[src/hw/rtl/aeseax_pkg.sv]
package aeseax_pkg;

    localparam int BLK_W = 128;
    localparam int WORD_W = 32;
    localparam int NUM_RK = 15;
    localparam int WIN_DEPTH = 8;
    localparam int ADDR_W = 6;
    localparam int DATA_W = 64;
    localparam logic [4:0] FULL_BYTES = 5'd16;
    localparam logic [3:0] ROUNDS_128 = 4'd10;
    localparam logic [3:0] ROUNDS_256 = 4'd14;
    localparam logic [5:0] FIRST_WORD_128 = 6'd4;
    localparam logic [5:0] FIRST_WORD_256 = 6'd8;
    localparam logic [5:0] LAST_WORD_128 = 6'd43;
    localparam logic [5:0] LAST_WORD_256 = 6'd59;
    localparam logic [2:0] SUB_ONLY_POS = 3'd4;
    localparam logic [7:0] DBL_POLY = 8'h87;
    localparam logic [7:0] MIX_POLY = 8'h1b;
    localparam logic [7:0] PAD_BYTE = 8'h80;

    typedef enum logic [1:0] {
        OP_NONCE,
        OP_HEADER,
        OP_PAYLOAD,
        OP_TAG
    } opcode_t;

    typedef enum logic [1:0] {
        KIND_PAYLOAD,
        KIND_TAG,
        KIND_VERDICT
    } kind_t;

    typedef enum logic [2:0] {
        REG_KEY_A,
        REG_KEY_B,
        REG_KEY_C,
        REG_KEY_D,
        REG_KEY_256,
        REG_DECRYPT
    } reg_idx_t;

    typedef enum logic [3:0] {
        ST_IDLE,
        ST_KEY_EXP,
        ST_KEY_ENC,
        ST_KEY_PAD,
        ST_DECIDE,
        ST_KS,
        ST_KS_POST,
        ST_EMIT_PAY,
        ST_ABSORB,
        ST_TWK,
        ST_TWK_POST,
        ST_MAC,
        ST_FIN,
        ST_EMIT_TAG,
        ST_EMIT_VER
    } state_t;

    typedef enum logic [2:0] {
        SRC_ZERO,
        SRC_CTR,
        SRC_TWEAK,
        SRC_EMPTY,
        SRC_MAC
    } src_t;

    typedef struct packed {
        logic key_init;
        logic key_step;
        logic aes_start;
        src_t aes_src;
        logic pad_store;
        logic ks_done;
        logic tweak_done;
        logic fin;
        logic emit_pay;
        logic emit_tag;
        logic emit_ver;
    } cmd_t;

    typedef struct packed {
        logic    key_last;
        logic    aes_last;
        opcode_t op;
        logic    last;
        logic    has_bytes;
        logic    started;
        logic    decrypt;
        logic    out_free;
    } status_t;

    localparam logic [7:0] SBOX [256] = '{
        8'h63,8'h7c,8'h77,8'h7b,8'hf2,8'h6b,8'h6f,8'hc5,8'h30,8'h01,8'h67,8'h2b,8'hfe,8'hd7,8'hab,8'h76,
        8'hca,8'h82,8'hc9,8'h7d,8'hfa,8'h59,8'h47,8'hf0,8'had,8'hd4,8'ha2,8'haf,8'h9c,8'ha4,8'h72,8'hc0,
        8'hb7,8'hfd,8'h93,8'h26,8'h36,8'h3f,8'hf7,8'hcc,8'h34,8'ha5,8'he5,8'hf1,8'h71,8'hd8,8'h31,8'h15,
        8'h04,8'hc7,8'h23,8'hc3,8'h18,8'h96,8'h05,8'h9a,8'h07,8'h12,8'h80,8'he2,8'heb,8'h27,8'hb2,8'h75,
        8'h09,8'h83,8'h2c,8'h1a,8'h1b,8'h6e,8'h5a,8'ha0,8'h52,8'h3b,8'hd6,8'hb3,8'h29,8'he3,8'h2f,8'h84,
        8'h53,8'hd1,8'h00,8'hed,8'h20,8'hfc,8'hb1,8'h5b,8'h6a,8'hcb,8'hbe,8'h39,8'h4a,8'h4c,8'h58,8'hcf,
        8'hd0,8'hef,8'haa,8'hfb,8'h43,8'h4d,8'h33,8'h85,8'h45,8'hf9,8'h02,8'h7f,8'h50,8'h3c,8'h9f,8'ha8,
        8'h51,8'ha3,8'h40,8'h8f,8'h92,8'h9d,8'h38,8'hf5,8'hbc,8'hb6,8'hda,8'h21,8'h10,8'hff,8'hf3,8'hd2,
        8'hcd,8'h0c,8'h13,8'hec,8'h5f,8'h97,8'h44,8'h17,8'hc4,8'ha7,8'h7e,8'h3d,8'h64,8'h5d,8'h19,8'h73,
        8'h60,8'h81,8'h4f,8'hdc,8'h22,8'h2a,8'h90,8'h88,8'h46,8'hee,8'hb8,8'h14,8'hde,8'h5e,8'h0b,8'hdb,
        8'he0,8'h32,8'h3a,8'h0a,8'h49,8'h06,8'h24,8'h5c,8'hc2,8'hd3,8'hac,8'h62,8'h91,8'h95,8'he4,8'h79,
        8'he7,8'hc8,8'h37,8'h6d,8'h8d,8'hd5,8'h4e,8'ha9,8'h6c,8'h56,8'hf4,8'hea,8'h65,8'h7a,8'hae,8'h08,
        8'hba,8'h78,8'h25,8'h2e,8'h1c,8'ha6,8'hb4,8'hc6,8'he8,8'hdd,8'h74,8'h1f,8'h4b,8'hbd,8'h8b,8'h8a,
        8'h70,8'h3e,8'hb5,8'h66,8'h48,8'h03,8'hf6,8'h0e,8'h61,8'h35,8'h57,8'hb9,8'h86,8'hc1,8'h1d,8'h9e,
        8'he1,8'hf8,8'h98,8'h11,8'h69,8'hd9,8'h8e,8'h94,8'h9b,8'h1e,8'h87,8'he9,8'hce,8'h55,8'h28,8'hdf,
        8'h8c,8'ha1,8'h89,8'h0d,8'hbf,8'he6,8'h42,8'h68,8'h41,8'h99,8'h2d,8'h0f,8'hb0,8'h54,8'hbb,8'h16
    };

    function automatic logic [7:0] rcon(input logic [3:0] idx);
        logic [7:0] r;
        case (idx)
            4'd1:    r = 8'h01;
            4'd2:    r = 8'h02;
            4'd3:    r = 8'h04;
            4'd4:    r = 8'h08;
            4'd5:    r = 8'h10;
            4'd6:    r = 8'h20;
            4'd7:    r = 8'h40;
            4'd8:    r = 8'h80;
            4'd9:    r = 8'h1b;
            4'd10:   r = 8'h36;
            default: r = 8'h00;
        endcase
        return r;
    endfunction

    function automatic logic [7:0] xt(input logic [7:0] b);
        return {b[6:0], 1'b0} ^ (b[7] ? MIX_POLY : 8'h00);
    endfunction

    function automatic logic [WORD_W-1:0] sub_word(input logic [WORD_W-1:0] w);
        return {SBOX[w[31:24]], SBOX[w[23:16]], SBOX[w[15:8]], SBOX[w[7:0]]};
    endfunction

    function automatic logic [BLK_W-1:0] dbl(input logic [BLK_W-1:0] x);
        return {x[BLK_W-2:0], 1'b0} ^ (x[BLK_W-1] ? {{(BLK_W-8){1'b0}}, DBL_POLY} : '0);
    endfunction

    function automatic logic [BLK_W-1:0] aes_round(input logic [BLK_W-1:0] s,
                                                   input logic [BLK_W-1:0] rk,
                                                   input logic             final_rnd);
        logic [7:0] t [16];
        logic [7:0] a0, a1, a2, a3;
        logic [BLK_W-1:0] r;
        for (int c = 0; c < 4; c++) begin
            for (int i = 0; i < 4; i++) begin
                t[i + 4 * c] = SBOX[s[BLK_W - 1 - 8 * (i + 4 * ((c + i) % 4)) -: 8]];
            end
        end
        if (!final_rnd) begin
            for (int c = 0; c < 4; c++) begin
                a0 = t[4 * c];
                a1 = t[4 * c + 1];
                a2 = t[4 * c + 2];
                a3 = t[4 * c + 3];
                t[4 * c]     = xt(a0) ^ xt(a1) ^ a1 ^ a2 ^ a3;
                t[4 * c + 1] = a0 ^ xt(a1) ^ xt(a2) ^ a2 ^ a3;
                t[4 * c + 2] = a0 ^ a1 ^ xt(a2) ^ xt(a3) ^ a3;
                t[4 * c + 3] = xt(a0) ^ a0 ^ a1 ^ a2 ^ xt(a3);
            end
        end
        for (int b = 0; b < 16; b++) begin
            r[BLK_W - 1 - 8 * b -: 8] = t[b];
        end
        return r ^ rk;
    endfunction

endpackage

[src/hw/rtl/aeseax_ctrl.sv]
module aeseax_ctrl (
    input  logic                clk,
    input  logic                rst_n,
    input  logic                cfg_wr,
    input  logic                in_valid,
    output logic                in_ready,
    input  aeseax_pkg::status_t st,
    output aeseax_pkg::cmd_t    cmd
);

    aeseax_pkg::state_t state_reg;
    aeseax_pkg::state_t state_next;

    always_ff @(posedge clk or negedge rst_n)
    begin
        if (!rst_n)
        begin
            state_reg <= aeseax_pkg::ST_IDLE;
        end
        else
        begin
            state_reg <= state_next;
        end
    end

    always_comb
    begin
        state_next = state_reg;
        case (state_reg)
            aeseax_pkg::ST_IDLE:
            begin
                if (in_valid)
                begin
                    state_next = aeseax_pkg::ST_DECIDE;
                end
            end
            aeseax_pkg::ST_KEY_EXP:
            begin
                if (st.key_last)
                begin
                    state_next = aeseax_pkg::ST_KEY_ENC;
                end
            end
            aeseax_pkg::ST_KEY_ENC:
            begin
                if (st.aes_last)
                begin
                    state_next = aeseax_pkg::ST_KEY_PAD;
                end
            end
            aeseax_pkg::ST_KEY_PAD:
            begin
                state_next = aeseax_pkg::ST_IDLE;
            end
            aeseax_pkg::ST_DECIDE:
            begin
                if (st.op == aeseax_pkg::OP_TAG)
                begin
                    state_next = st.decrypt ? aeseax_pkg::ST_EMIT_VER : aeseax_pkg::ST_IDLE;
                end
                else if (st.op == aeseax_pkg::OP_PAYLOAD && st.has_bytes)
                begin
                    state_next = aeseax_pkg::ST_KS;
                end
                else
                begin
                    state_next = aeseax_pkg::ST_ABSORB;
                end
            end
            aeseax_pkg::ST_KS:
            begin
                if (st.aes_last)
                begin
                    state_next = aeseax_pkg::ST_KS_POST;
                end
            end
            aeseax_pkg::ST_KS_POST:
            begin
                state_next = aeseax_pkg::ST_EMIT_PAY;
            end
            aeseax_pkg::ST_EMIT_PAY:
            begin
                if (st.out_free)
                begin
                    state_next = aeseax_pkg::ST_ABSORB;
                end
            end
            aeseax_pkg::ST_ABSORB:
            begin
                if (!st.started && !(st.last && !st.has_bytes))
                begin
                    state_next = aeseax_pkg::ST_TWK;
                end
                else
                begin
                    state_next = aeseax_pkg::ST_MAC;
                end
            end
            aeseax_pkg::ST_TWK:
            begin
                if (st.aes_last)
                begin
                    state_next = aeseax_pkg::ST_TWK_POST;
                end
            end
            aeseax_pkg::ST_TWK_POST:
            begin
                state_next = aeseax_pkg::ST_ABSORB;
            end
            aeseax_pkg::ST_MAC:
            begin
                if (st.aes_last)
                begin
                    state_next = aeseax_pkg::ST_FIN;
                end
            end
            aeseax_pkg::ST_FIN:
            begin
                if (st.last && st.op == aeseax_pkg::OP_PAYLOAD && !st.decrypt)
                begin
                    state_next = aeseax_pkg::ST_EMIT_TAG;
                end
                else
                begin
                    state_next = aeseax_pkg::ST_IDLE;
                end
            end
            aeseax_pkg::ST_EMIT_TAG,
            aeseax_pkg::ST_EMIT_VER:
            begin
                if (st.out_free)
                begin
                    state_next = aeseax_pkg::ST_IDLE;
                end
            end
            default:
            begin
                state_next = aeseax_pkg::ST_IDLE;
            end
        endcase
        if (cfg_wr)
        begin
            state_next = aeseax_pkg::ST_KEY_EXP;
        end
    end

    always_comb
    begin
        cmd = '0;
        cmd.aes_src = aeseax_pkg::SRC_ZERO;
        in_ready = 1'b0;
        case (state_reg)
            aeseax_pkg::ST_IDLE:
            begin
                in_ready = !cfg_wr;
            end
            aeseax_pkg::ST_KEY_EXP:
            begin
                cmd.key_step = 1'b1;
                cmd.aes_start = st.key_last;
                cmd.aes_src = aeseax_pkg::SRC_ZERO;
            end
            aeseax_pkg::ST_KEY_PAD:
            begin
                cmd.pad_store = 1'b1;
            end
            aeseax_pkg::ST_DECIDE:
            begin
                if (st.op == aeseax_pkg::OP_PAYLOAD && st.has_bytes)
                begin
                    cmd.aes_start = 1'b1;
                    cmd.aes_src = aeseax_pkg::SRC_CTR;
                end
            end
            aeseax_pkg::ST_KS_POST:
            begin
                cmd.ks_done = 1'b1;
            end
            aeseax_pkg::ST_EMIT_PAY:
            begin
                cmd.emit_pay = st.out_free;
            end
            aeseax_pkg::ST_ABSORB:
            begin
                cmd.aes_start = 1'b1;
                if (st.started)
                begin
                    cmd.aes_src = aeseax_pkg::SRC_MAC;
                end
                else if (st.last && !st.has_bytes)
                begin
                    cmd.aes_src = aeseax_pkg::SRC_EMPTY;
                end
                else
                begin
                    cmd.aes_src = aeseax_pkg::SRC_TWEAK;
                end
            end
            aeseax_pkg::ST_TWK_POST:
            begin
                cmd.tweak_done = 1'b1;
            end
            aeseax_pkg::ST_FIN:
            begin
                cmd.fin = 1'b1;
            end
            aeseax_pkg::ST_EMIT_TAG:
            begin
                cmd.emit_tag = st.out_free;
            end
            aeseax_pkg::ST_EMIT_VER:
            begin
                cmd.emit_ver = st.out_free;
            end
            default:
            begin
                cmd.key_step = 1'b0;
            end
        endcase
        if (cfg_wr)
        begin
            cmd = '0;
            cmd.aes_src = aeseax_pkg::SRC_ZERO;
            cmd.key_init = 1'b1;
        end
    end

endmodule

[config.mk]
export PLATFORM = sky130hd
export DESIGN_NAME = aeseax_ctrl
export DESIGN_NICKNAME = d
export VERILOG_FILES = /design/src/hw/rtl/aeseax_pkg.sv /design/src/hw/rtl/aeseax_ctrl.sv
export SDC_FILE = /design/constraint.sdc
export NUM_CORES = 1
export LEC_CHECK = 0
export BUFFER_PORTS_ARGS = -buffer_cell sky130_fd_sc_hd__buf_4
export CORE_MARGIN = 2
export CORE_UTILIZATION = 45
export DETAILED_ROUTE_END_ITERATION = 8
export GPL_TIMING_DRIVEN = 0
export PLACE_DENSITY_LB_ADDON = 0.25
export SLEW_MARGIN = 20
export SYNTH_ARGS = -nofsm -noshare
export SYNTH_HDL_FRONTEND = slang
export SYNTH_SLANG_ARGS = --single-unit
[constraint.sdc]
create_clock -name clk -period 2 [get_ports clk]
set_input_delay 0.4 -clock clk [delete_from_list [all_inputs] [get_ports clk]]
set_output_delay 0.4 -clock clk [all_outputs]
set_load 0.02 [all_outputs]
==> qor.yml, run 1 <==
status: "finished with violations"
violations: "setup timing"
synth_compound_area_frac: 0.346
yosysTopAreaCell: "dfrtp_1"
clock-sinks: 4
wl_per_cell_um: 15.7
irDropWorstVdd_uv: 474
cts-root-buf: "clkbuf_4"
drtPass1Iterations: 4
synth_xor_area_frac: 0
yosys_warnings: 0
ant_nets: 0
grt_usage: 0.247
synth_top_family_by_area: "simple AND/OR/NAND/NOR gates"
final.setup_skew_ns: 0.00405
synth_edf_count: 0
ys.flop_type: "dfrtp_1"
grt_max_degree: 19
rsz0062_at_grt: "yes"
die_h_um: 44.0
cts_made_buffers: 3
area_delta_synth_final_pct: 43.3
ys_seq_area_frac: 0.139
cp_max_fo: 10
clk_latency_ns: 0.25
netlist_instances: 93
grtUsageMet1: 0.326
hold_violations: 0
maxCapViolations: 0
start_util: 0.478
finalCritPeriodShare: 1.00
netlist_area_um2: 719
synth.net_count: 106
cp-start-kind: "register"
largest_reg_flops: 4
crit_type: "reg -> out"
grt_antenna_before_repair: 0
clk_pin_slew_worst_paths_ns: 0.04
viasPerCell: 6.33
ys_ff_latch: 4
slew_violations: 0
required_ns: 1.60
drive_above_1_share: 0.472
min_path_type: "in -> async"
syn_avg_cell_area_um2: 7.74
grt_overflow: 0
wirelength_um: 2190
grt_use_met3: 0.0500
antenna_cells: 0
busiest_layer: "met2"
synth_common_cells: "nand2_1, nor3_1, a21oi_1, nor2_1, o21ai_0"
drtIter0Drc: 49
dp_hpwl_um: 1580
synthAdderAreaFrac: 0
grt_use_met2: 0.376
cts_buffer_depth: 2
fin_ws_ns: -0.00387
cts_tree: "done"
cp-end-kind: "output pin"
p_leak_uw: 0.000415
portBuffers: 25
worst_slew_pin_slew_ns: 0.530
ys_async_sr_fraction: 1.00
fillers: 128
fin_hold_ws_ns: 0.485
max_freq_ghz: 0.499
boundaryPins: 27
grt_pass1_wl_um: 3550
final_nets: 138
relSlewSlack: 0.646
drc: 0
grt_pass1_vias: 789
core.rowCount: 14
min_period_ns: 2.00
cellPowerDensity_nw_per_um2: 938
multi_input_area_um2: 592
yosys.area_share.simple: 0.417
fin_setup_tns_ns: -0.00387
yosysTopAreaCellShare: 0.139
die_w_um: 44.0
synth_area_leaders: "dfrtp_1, nor3_1, o41ai_2"
regArea_um2: 100
die-area_um2: 1930
coreArea_um2: 1510
vias: 880
finalWeightedCongestion: 0.891
yosysUniqueCellTypes: 42
setup_viol: 1
cp_data_arrival_time_ns: 1.60
cts_max_level: 1
synth_mux_area_frac: 0
==> report_power, final <==
group / total [uW] / switching, uW / internal (uW)
sequential: 128 / 22.1 / 106
combinational: 728 / 415 / 313
clock: 111 / 43.0 / 67.8
total: 968 / 480 / 487
==> per-stage QoR <==
step	total power (uW)	instances	worst slack, ns	utilization	cell area, um^2
floorplan	623	93	0.0362	-	719
global placement	769	134	0.0782	0.615	927
detailed placement	783	134	0.0757	0.615	927
CTS	920	139	0.00448	0.659	993
global route	1030	139	-0.0251	0.684	1030
finish	968	139	-0.00387	0.684	1030
==> cells by family after synthesis <==
family,Yosys count
compound gates,29
flops,4
simple gates,47
buf+inv,13
==> placed cells by master, fill, tap and decap left out, types with 3 or more instances in the layout <==
master,Yosys,final
buf_4,1,28
nand2_1,7,7
nor3_1,7,6
a21oi_1,6,6
o21ai_0,5,5
inv_1,4,4
buf_6,2,4
clkbuf_4,0,4
nor2_1,6,4
dfrtp_1,4,4
o211ai_1,3,3
==> timing repair <==
item                                   4_1_cts  5_1_grt
setup buffers                                2        0
gates resized for setup                      8       11
pin swaps                                    0        1
setup endpoints to repair                   10        9
endpoints found under the hold margin        4        0
hold buffers                                 1        0
==> final timing paths <==
check	slack [ns]	endpoint	from	cells past startpoint
worst max-delay path	-0.004	cmd[10]	state_reg[3]	5
worst min-delay path	0.49	state_reg[2]	rst_n	2
worst max register to register	0.18	state_reg[0]	state_reg[0]	5
worst min register to register	0.76	state_reg[0]	state_reg[0]	3
max in group asynchronous	1.41	state_reg[3]	rst_n	2
min in group clk	0.62	state_reg[2]	st[7]	4
==> final cells by class <==
type                       instances  area share
clock buffer                       3      0.0218
sequential                         4      0.0971
tap                               16      0.0194
multi-input combinational         76       0.574
timing repair buffer              28       0.206
inverter                           4      0.0146
buffer                             8      0.0667
==> layer usage <==
layer | vias up | wire (um)
li1 | 418 | -
met5 | - | 0
met2 | 59 | 1050
met4 | 0 | 55
met3 | 9 | 205
met1 | 394 | 877
==> worst max-delay path: stages (launching register included) <==
cell      delay, ns
dfrtp_1        0.39
buf_6          0.15
or2_2          0.31
nand2b_4       0.14
a211oi_2       0.20
buf_4          0.17
(Power assumes the default switching activity.)
==> run 2: changes to the inputs <==
- BUFFER_PORTS_ARGS: -buffer_cell sky130_fd_sc_hd__buf_4 -> -buffer_cell sky130_fd_sc_hd__buf_2
- CELL_PAD_IN_SITES_DETAIL_PLACEMENT: not set -> 1
- CELL_PAD_IN_SITES_GLOBAL_PLACEMENT: not set -> 2
- CORE_UTILIZATION: 45 -> 26
==> qor.yml, run 2 (same netlist as run 1, synthesis figures left out) <==
finalWeightedCongestion: 0.794  # -11%
drtPass1Iterations: 4  # unchanged
grt_antenna_before_repair: 0  # unchanged
min_period_ns: 1.95  # -0.0518 ns
setup_viol: 0  # -1
cts_buffer_depth: 2  # unchanged
p_leak_uw: 0.000431  # +3.8%
cts_max_level: 1  # unchanged
final_nets: 143  # +3.6%
required_ns: 1.60  # about the same
clk_pin_slew_worst_paths_ns: 0.04  # about the same
path_delay_family: "buffers and inverters"
wl_per_cell_um: 15.4  # -2.0%
irDropWorstVdd_uv: 496  # +4.7%
die-area_um2: 3200  # +66%
power_frac_seq: 0.131  # -0.002
cts-root-buf: "clkbuf_4"
drtIter0Drc: 11  # -78%
clk_latency_ns: 0.24  # about the same
die_h_um: 56.6  # +29%
die_w_um: 56.6  # +29%
cp-end-kind: "output pin"
drc: 0  # unchanged
final_area_um2: 1030  # -0.24%
fin_cells: 159  # +14%
fin_util: 0.383  # -0.302
vias: 871  # -1.0%
grt_use_met3: 0.00691  # -0.0431
fillers: 334  # +160%
busiest_layer: "met2"
final_common_cell: "buf_2"
final.setup_skew_ns: 0.00530  # +0.00125 ns
status: "finished, final reports clean"
intPower_uw: 495  # +1.6%
ant_nets: 0  # unchanged
coreArea_um2: 2690  # +78%
worstPathCellList: "buf_6 -> buf_8 -> nor2_2 -> o21ai_2 -> a211oi_2 -> buf_4"
slowest_delay_ns: 0.41  # +0.02 ns
p_sw_uw: 492  # +2.4%
area_delta_synth_final_pct: 43.0
grt_max_degree: 19  # unchanged
max_freq_ghz: 0.512  # +2.7%
grt_usage: 0.148  # -0.0983
cp-start-kind: "register"
slew_violations: 0  # unchanged
clock-sinks: 4  # unchanged
rsz0062_at_grt: "yes"
hold_violations: 0  # unchanged
wirelength_um: 2450  # +12%
min_path_type: "in -> async"
grt_pass1_wl_um: 3860  # +9.0%
portBuffers: 25  # unchanged
worstRegToRegCells: 6  # +1
drive_above_1_share: 0.484  # +0.0128
cp_slowest_cell: "dfrtp_1"
dpl_worst_slack_ns: -0.0651  # -0.141 ns
regArea_um2: 100  # unchanged
cp_max_fo: 10  # unchanged
viasPerCell: 5.48  # -13%
crit_type: "reg -> out"
finalCritPeriodShare: 0.976  # -0.0259
cts_made_buffers: 3  # unchanged
path_buf_inv: 3  # +1
r2r_end: "state_reg[3]"
grtUsageMet1: 0.198  # -0.127
fin_ws_ns: 0.0480  # +0.0518 ns
combPwrFrac: 0.769  # +0.016
fin_setup_tns_ns: 0  # +0.00387 ns
worst_slew_pin_slew_ns: 0.534  # +0.00381 ns
cp_data_arrival_time_ns: 1.55  # -0.05 ns
antenna_cells: 0  # unchanged
grt_pass1_vias: 818  # +3.7%
boundaryPins: 27  # unchanged
largest_reg_flops: 4  # unchanged
switching_share: 0.499  # +0.00202
dpl_cell_area_um2: 883  # -4.7%
reg2reg_from: "state_reg[3]"
power_frac_clock: 0.101  # -0.014
grt_overflow: 0  # unchanged
dp.cells: 149  # +11%
core.rowCount: 19  # +5
start_util: 0.268  # -0.210
multi_input_area_um2: 587  # -0.85%
grt_use_met2: 0.262  # -0.114
relSlewSlack: 0.644  # -0.00254
cellPowerDensity_nw_per_um2: 960  # +2.3%
dp_hpwl_um: 1910  # +21%
reg2reg_slack_ns: 0.17  # about the same
maxCapViolations: 0  # unchanged
cts_tree: "done"
final_cell_mix: "buf_2, buf_4, nand2_1, nor3_1, a21oi_1"
[run 2: changes by cell type in the layout (fill, tap and decap cells not counted), sizes merged]
cell,change
clkbuf,+1
buf,+4
[run 2: repair_timing]
| action | 4_1_cts | 5_1_grt |
|---|---|---|
| hold endpoints to repair | 4 | 0 |
| resized for setup | 12 | 9 |
| cloned | 0 | 0 |
| setup endpoints to repair | 10 | 5 |
| hold buffers | 1 | 0 |
| pin swaps | 1 | 2 |
| buffers inserted | 3 | 4 |
[run 2: layout make-up]
class                   count  area share
well taps                  31      0.0377
repair buffers             33       0.185
inverters                   4      0.0146
flip-flops and latches      4      0.0973
plain buffers               8      0.0730
multi-input cells          76       0.571
clock buffers               3      0.0219
[run 2: metal layers]
metal,routed length [um],up-vias
li1,-,431
met1,1180,408
met2,1150,30
met3,112,2
met4,8,0
met5,0,-
[run 2: worst max path at each step]
stage	from	end	slack, ns	cells after the start
3_5_place_dp	state_reg[2]	cmd[0]	-0.07	5
6_report	state_reg[3]	cmd[10]	0.05	6
5_1_grt	state_reg[3]	cmd[10]	-0.05	6
4_1_cts	state_reg[3]	cmd[10]	-0.01	6
2_1_floorplan	state_reg[3]	cmd[5]	0.04	3
3_3_place_gp	state_reg[2]	cmd[0]	0.03	5
[run 2: power by group through the flow]
stage                     Combinational (uW)  Clock (uW)  Sequential, uW
after floorplan                          499           0             125
after global placement                   646           0             132
after detailed placement                 652           0             134
after CTS                                714         101             128
after global routing                     807         107             133
final                                    759        99.6             129
[run 2: metrics by stage]
stage / power, uW / hold WS [ns]
after floorplan: 623 / 0.104
after global placement: 777 / 0.203
after detailed placement: 786 / 0.211
after CTS: 943 / 0.498
after global routing: 1050 / 0.520
final: 987 / 0.506
==> run 3: changes to the inputs <==
- ABC_AREA: not set -> 1
- CORE_UTILIZATION: 26 -> 21
==> qor.yml, run 3 <==
status: "finished, final reports clean"
fin_cells: 214  # +35%
coreArea_um2: 3050  # +14%
slew_violations: 0  # unchanged
final_cell_mix: "nand2_1, nor2_1, buf_2, inv_1, nand3_1"
boundaryPins: 27  # unchanged
synth_area_leaders: "nand2_1, nor2_1, dfrtp_1"
synth_common_cells: "nand2_1, nor2_1, inv_1"
ys_ff_latch: 4  # unchanged
synth.net_count: 151  # +42%
max_freq_ghz: 0.525  # +2.5%
ys.flop_type: "dfrtp_1"
min_path_type: "in -> async"
clk_pin_slew_worst_paths_ns: 0.03  # about the same
regArea_um2: 105  # +5.0%
final_nets: 185  # +29%
cpMostUsedCell: "nor2_1"
ys_async_sr_fraction: 1.00  # unchanged
synth_top_family_by_area: "simple AND/OR/NAND/NOR gates"
synth_most_common_cell: "nand2_1"
cellPowerDensity_nw_per_um2: 993  # +3.4%
clock-sinks: 4  # unchanged
synth_edf_count: 0  # unchanged
finalWeightedCongestion: 0.808  # +1.8%
reg2reg_slack_ns: 0.56  # +0.39 ns
ant_nets: 0  # unchanged
hold_violations: 0  # unchanged
antenna_cells: 0  # unchanged
syn_avg_cell_area_um2: 4.91  # -37%
worstPathCellList: "inv_2 -> nand2_1 -> nor2_4 -> inv_1 -> nor2_1 -> a21oi_1 -> nor2_1 -> buf_2"
drtIter0Drc: 42  # +31
yosysUniqueCellTypes: 21  # -50%
dp_hpwl_um: 2020  # +6.0%
min_period_ns: 1.90  # -0.0477 ns
cts_max_level: 1  # unchanged
irDropWorstVdd_uv: 441  # -11%
start_util: 0.222  # -0.0461
final_common_cell: "nand2_1"
synth_xor_area_frac: 0  # unchanged
maxCapViolations: 0  # unchanged
vias: 927  # +6.4%
dpl_cell_area_um2: 862  # -2.4%
multi_input_area_um2: 519  # -12%
grt_usage: 0.141  # -0.00744
portBuffers: 26  # +4.0%
worstRegToRegCells: 10  # +4
drive_above_1_share: 0.324  # -0.161
die_w_um: 60.8  # +7.4%
cts_made_buffers: 3  # unchanged
cts_buffer_depth: 2  # unchanged
viasPerCell: 4.33  # -21%
wl_per_cell_um: 10.9  # -29%
worst_slew_pin_slew_ns: 0.289  # -0.245 ns
yosysTopAreaCellShare: 0.266  # +0.127
grt_max_degree: 11  # -8
die_h_um: 60.8  # +7.4%
yosys.area_share.simple: 0.682  # +0.265
drc: 0  # unchanged
finalCritPeriodShare: 0.952  # -0.0238
relSlewSlack: 0.807  # +0.163
grt_pass1_wl_um: 3840  # -0.54%
ys_seq_area_frac: 0.148  # +0.00874
netlist_instances: 138  # +48%
clk_latency_ns: 0.23  # about the same
synthAdderAreaFrac: 0  # unchanged
cts-root-buf: "clkbuf_4"
wirelength_um: 2340  # -4.6%
grt_overflow: 0  # unchanged
netlist_area_um2: 677  # -5.9%
area_delta_synth_final_pct: 39.6
final_area_um2: 945  # -8.2%
cp-end-kind: "output pin"
drtPass1Iterations: 4  # unchanged
cts_tree: "done"
synth_compound_area_frac: 0.0407  # -0.305
fillers: 442  # +32%
setup_viol: 0  # unchanged
cp_max_fo: 5  # -5
core.rowCount: 20  # +1
cp_slowest_cell: "dfrtp_2"
p_leak_uw: 0.000523  # +21%
yosys_warnings: 0  # unchanged
required_ns: 1.60  # about the same
cp_data_arrival_time_ns: 1.50  # -0.05 ns
dp.cells: 208  # +40%
grt_pass1_vias: 897  # +9.7%
final.setup_skew_ns: 0.000511  # -0.00479 ns
crit_type: "reg -> out"
die-area_um2: 3690  # +15%
largest_reg_flops: 4  # unchanged
yosysTopAreaCell: "nand2_1"
slowest_delay_ns: 0.43  # +0.02 ns
grt_antenna_before_repair: 0  # unchanged
cp-start-kind: "register"
synth_mux_area_frac: 0  # unchanged
## run 3: worst paths after layout
| kind | to | from |
|---|---|---|
| worst max-delay path | cmd[7] | state_reg[2] |
| worst min-delay path | state_reg[0] | rst_n |
| worst max register to register | state_reg[2] | state_reg[3] |
| worst min register to register | state_reg[2] | state_reg[2] |
| max in group asynchronous | state_reg[3] | rst_n |
| min in group clk | state_reg[2] | state_reg[2] |
## run 3: power breakdown
group          internal (uW)  leakage, uW  switching, uW  total (uW)
Clock                   66.8    0.0000138           28.2        95.0
Combinational            222     0.000462            428         650
Sequential               117    0.0000464           75.6         192
## run 3: critical path: cells and delay by family, from the launching register on
| family | cells | cell delay, ns |
|---|---|---|
| AOI/OAI and AO/OA | 1 | 0.06 |
| buffers and inverters | 3 | 0.32 |
| DFF | 1 | 0.43 |
| and+or+nand+nor | 4 | 0.45 |
## run 3: metal layers
layer	wire length, um	share of wire	up-vias	GRT usage
met5	0	0	-	0
met4	0	0	0	0.0466
met3	34	0.015	0	0.0128
met2	1170	0.50	12	0.246
met1	1130	0.48	425	0.182
li1	-	-	490	-
## run 3: logic make-up (layout without fill, tap and decap cells)
family	after synthesis	in the layout
buffers and inverters	22	54
DFF	4	4
and+or+nand+nor	107	107
AOI/OAI and AO/OA	5	5
## run 3: layout make-up
type / instances / share of cell area
buffer: 2 / 0.0132
sequential: 4 / 0.111
multi-input combinational: 112 / 0.550
tap: 44 / 0.0583
inverter: 20 / 0.0795
clock buffer: 3 / 0.0238
timing repair buffer: 29 / 0.164
## run 3: metrics by stage
step                      hold slack [ns]  setup TNS [ns]   util  power, uW  worst slack, ns
after floorplan                     0.104               0      -        607            0.309
after global placement              0.205               0  0.282        771           0.0500
after detailed placement            0.208               0  0.282        784           0.0539
after CTS                           0.492               0  0.299        918          0.00960
after global routing                0.516        -0.00960  0.309       1060         -0.00960
final                               0.505               0  0.309        938           0.0956
## run 3: repair_timing
action / 4_1_cts / 5_1_grt
hold buffers: 1 / 0
pin swaps: 0 / 1
resized for setup: 7 / 5
setup endpoints to repair: 2 / 3
hold endpoints to repair: 4 / 0
buffers inserted: 0 / 2
